### src/rtl/assert_macros.svh
// assertion macros included by the evictor core
`ifndef ASSERT_MACROS_SVH
`define ASSERT_MACROS_SVH
`ifndef SYNTHESIS
`define MIE_ASSERT_IMP(label, clk, rst, ante, cons) \
   label: assert property (@(posedge clk) disable iff (rst) (ante) |-> (cons)) \
      else $error("assertion failed");
`define MIE_ASSERT_NXT(label, clk, rst, ante, cons) \
   label: assert property (@(posedge clk) disable iff (rst) (ante) |=> (cons)) \
      else $error("assertion failed");
`else
`define MIE_ASSERT_IMP(label, clk, rst, ante, cons)
`define MIE_ASSERT_NXT(label, clk, rst, ante, cons)
`endif
`endif

### src/rtl/mie_pkg.sv
// shared types and constants of the sample evictor
package mie_pkg;
   localparam int VAL_W   = 16;
   localparam int IDX_W   = 31;
   localparam int WORD_W  = VAL_W + IDX_W;
   localparam int CAP_W   = 13;
   localparam int DROP_W  = 32;
   localparam int POS_W   = 12;
   localparam int MUL_W   = 33;
   localparam int PROD_W  = 2 * MUL_W;
   localparam int NUM_W   = 49;
   localparam int NLO_W   = 26;
   localparam int CMP_W   = 80;
   localparam int PADDR_W = 3;
   localparam int PDATA_W = 32;

   localparam logic OP_PUSH = 1'b0;
   localparam logic OP_READ = 1'b1;

   localparam logic REG_CAPACITY = 1'b0;
   localparam logic [CAP_W-1:0] CAP_RESET = 13'd4096;

   typedef enum logic [14:0] {
      S_IDLE   = 15'b000000000000001,
      S_FETCH  = 15'b000000000000010,
      S_CAPT   = 15'b000000000000100,
      S_MUL1   = 15'b000000000001000,
      S_MUL2   = 15'b000000000010000,
      S_DIFF   = 15'b000000000100000,
      S_C1     = 15'b000000001000000,
      S_C2     = 15'b000000010000000,
      S_C3     = 15'b000000100000000,
      S_C4     = 15'b000001000000000,
      S_C5     = 15'b000010000000000,
      S_SHRD   = 15'b000100000000000,
      S_SHRW   = 15'b001000000000000,
      S_APPEND = 15'b010000000000000,
      S_READ   = 15'b100000000000000
   } state_type;
endpackage

### src/rtl/mie_mul.sv
// shared signed multiplier with registered product
module mie_mul (
   input  logic                              clock,
   input  logic signed [mie_pkg::MUL_W-1:0]  a,
   input  logic signed [mie_pkg::MUL_W-1:0]  b,
   output logic signed [mie_pkg::PROD_W-1:0] p
);
   import mie_pkg::*;
   logic signed [PROD_W-1:0] p_ff;

   // one product a cycle
   always_ff @(posedge clock) begin
      p_ff <= a * b;
   end

   assign p = p_ff;
endmodule

### config.mk
export PLATFORM = sky130hd
export DESIGN_NAME = mie_mul
export DESIGN_NICKNAME = d
export VERILOG_FILES = /design/src/rtl/assert_macros.svh /design/src/rtl/mie_pkg.sv /design/src/rtl/mie_mul.sv
export SDC_FILE = /design/constraint.sdc
export NUM_CORES = 2
export LEC_CHECK = 0
export BUFFER_PORTS_ARGS = -buffer_cell sky130_fd_sc_hd__buf_2
export CAP_MARGIN = 20
export CORE_UTILIZATION = 40
export CTS_CLUSTER_SIZE = 40
export DETAILED_ROUTE_END_ITERATION = 8
export SLEW_MARGIN = 20
export SYNTH_ARGS = -nofsm -noshare
export SYNTH_HDL_FRONTEND = slang
export SYNTH_SLANG_ARGS = --single-unit
### constraint.sdc
create_clock -name clock -period 14.9 [get_ports clock]
set_input_delay 1.49 -clock clock [delete_from_list [all_inputs] [get_ports clock]]
set_output_delay 1.49 -clock clock [all_outputs]
set_load 0.1 [all_outputs]
==> flow_summary_export.csv <==
group,metric,value,unit
synth,synth_nets,5767,
cts,root_buffer,"clkbuf_16",
timing,setup_tns,0,ns
drt,initialDrtViolationCount,1461,
drt,vias_per_cell,4.94,
setup_path,cp_common_cell,"fa_1",
setup_path,start_kind,"input pin",
drt,dr.pass1.iters,6,
drt,route.detailed.drc,0,
setup_path,crit_slowest_cell,"fa_1",
floorplan,die_w,321,um
floorplan,dieArea,103000,sq um
setup_path,worstSetupEndpointType,"flip-flop",
setup_path,worstPathArrival,9.95,ns
cts,cts.clk_slew.worst_paths,0.08,ns
drt,routedWlPerCell,19.3,um
cts,tritoncts,"yes",
setup_path,max_stage_delay,1.23,ns
global_routing,grt-ovfl-total,0,
cells_and_area,largest_reg_flops,66,
synth,yosysWarnings,0,
cells_and_area,design_area,42800,sq um
floorplan,fp.dieH,321,um
global_routing,grt_use_total,22.6,%
placed_design,gp_congestion,0.917,
drt,ant_nets,0,
synth,async_flop_share,0,%
drt,dr_total_vias,27963,
cells_and_area,drive_gt1_share,4.98,%
floorplan,rows,116,
global_routing,grt_max_degree,34,
synth,synth-seq-cells,66,
floorplan,start_util,40.6,%
cts,cts_resized,0,
flow_run,drv_cap,0,
synth,ys.flop_type,"dfxtp_1",
timing,finalCriticalPeriod,9.67,ns
setup_path,critPathKind,"in2reg",
placed_design,port_buffers,132,
global_routing,antenna_found_initial,7,
cts,cts.sinks,66,
timing,rsz0062_at_grt,"no",
cts,cts_max_level,3,
synth,synth_edf_count,0,
timing,hold_viol_final,0,
setup_path,critical_path_required,15.18,ns
setup_path,path_cells,"buf_2 -> nand2_1 -> inv_1 -> fa_1 -> fa_1 -> inv_1 -> fa_1 -> inv_1 -> fa_1 -> fa_1 -> fa_1 -> fa_1 -> inv_1 -> fa_1 -> inv_1 -> ha_1 -> and3_1 -> nand3_1 -> nand2b_1 -> nor2_1 -> a211oi_4 -> a21oi_2 -> nor4b_2 -> a311oi_1",
cts,clockBufferDepth,2,
cells_and_area,area_delta_synth_final,4.99,%
timing,setup_viol,0,
timing,drv_slew,0,
synth,netlist_area,40700,sq um
timing,worst_pin_slew,1.11,ns
outcome,status,"finished clean",
setup_path,crit_fanout,33,
synth,synth_cells,4338,
timing,slew_headroom,26.3,%
cts,post_cts_buffers,0,
synth,yosysSeqAreaShare,3.24,%
cts,numCtsBuffers,9,
timing,period_share,64.9,%
cells_and_area,final_nets,5720,
floorplan,core_area,100000,sq um
placed_design,placedInstanceArea,42500,sq um
global_routing,grt_pass1_vias,30647,
placed_design,dpl.hpwl,89300,um
synth,syn_avg_cell_area,9.39,sq um
global_routing,grt_pass1_wl,178000,um
floorplan,io_pins,133,
drt,totalWireLength,109000,um
min_path,min_path_type,"in2reg",
cells_and_area,final_common_cell,"fa_1",
cells_and_area,final_cell_mix,"fa_1 (1145), inv_1 (1131), and2_1 (562), nand2_1 (551), ha_1 (217)",
timing,fmax,103,MHz
synth,synth.distinct_cells,80,
cts,cts_hold_repair.buffers,0,
## routing by layer
layer	vias up	wire, um	global-route usage (%)	part of all wire, %
met5	-	61	0	0.056
met4	10	3180	6.63	2.9
met3	142	5390	3.07	4.9
met2	709	55200	38.7	51
met1	14869	45200	29.6	41
li1	12233	-	-	-
## metrics by stage
stage | utilization (%) | setup slack (ns) | cells | hold slack (ns)
floorplan | - | 6.17 | 4338 | 1.62
global placement | 42.3 | 4.94 | 5637 | 2.04
detailed placement | 42.3 | 4.85 | 5637 | 2.04
CTS | 42.6 | 5.28 | 5653 | 1.66
global route | 42.6 | 4.88 | 5654 | 1.70
finish | 42.6 | 5.23 | 5655 | 1.68
## critical path: cells and delay by family
family	cells	cell delay, ns
buffers and inverters	6	1.05
AOI/OAI and AO/OA	3	0.80
adders and majority gates	9	5.33
and+or+nand+nor	6	1.22
## Yosys cell counts, types with 25 or more instances
cell type	n	area share (%)
inv_1	1131	10
dfxtp_1	66	3.2
nor2_1	68	0.63
nand3_1	25	0.31
and2_1	562	8.6
xor2_1	25	0.54
fa_1	1145	56
a21o_1	36	0.66
a21oi_1	57	0.70
clkbuf_1	208	1.9
nand2_1	551	5.1
o21ai_0	25	0.31
xnor2_1	43	0.92
ha_1	217	6.7
## cell families (layout without fill, tap and decap cells)
| family | Yosys count | count (layout) | share of synthesized area (%) |
|---|---|---|---|
| buffers and inverters | 1352 | 1310 | 12.5 |
| other | 0 | 2 | 0 |
| AOI/OAI and AO/OA | 219 | 219 | 4.07 |
| and+or+nand+nor | 1271 | 1271 | 15.8 |
| DFF | 66 | 66 | 3.24 |
| xor gates and xnor gates | 68 | 68 | 1.46 |
| adders and majority gates | 1362 | 1362 | 62.9 |
## worst paths after layout
kind | from | to | slack, ns | cells past startpoint
hold / removal | b[0] | p[0] | 1.68 | 3
setup / recovery | b[6] | p[58] | 5.23 | 24
## area by class of cell
class | instances | area [sq um]
fill | 9963 | 57700
multi-input combinational | 2920 | 34300
inverter | 1131 | 4250
tap | 1357 | 1700
sequential | 66 | 1320
timing repair buffer | 163 | 893
clock buffer | 11 | 233
clock inverter | 5 | 55.1
antenna | 2 | 5.00
Power is left out: the tool's default activity adds up to more than one toggle a clock period on the data nets, which glitch-free logic cannot reach.
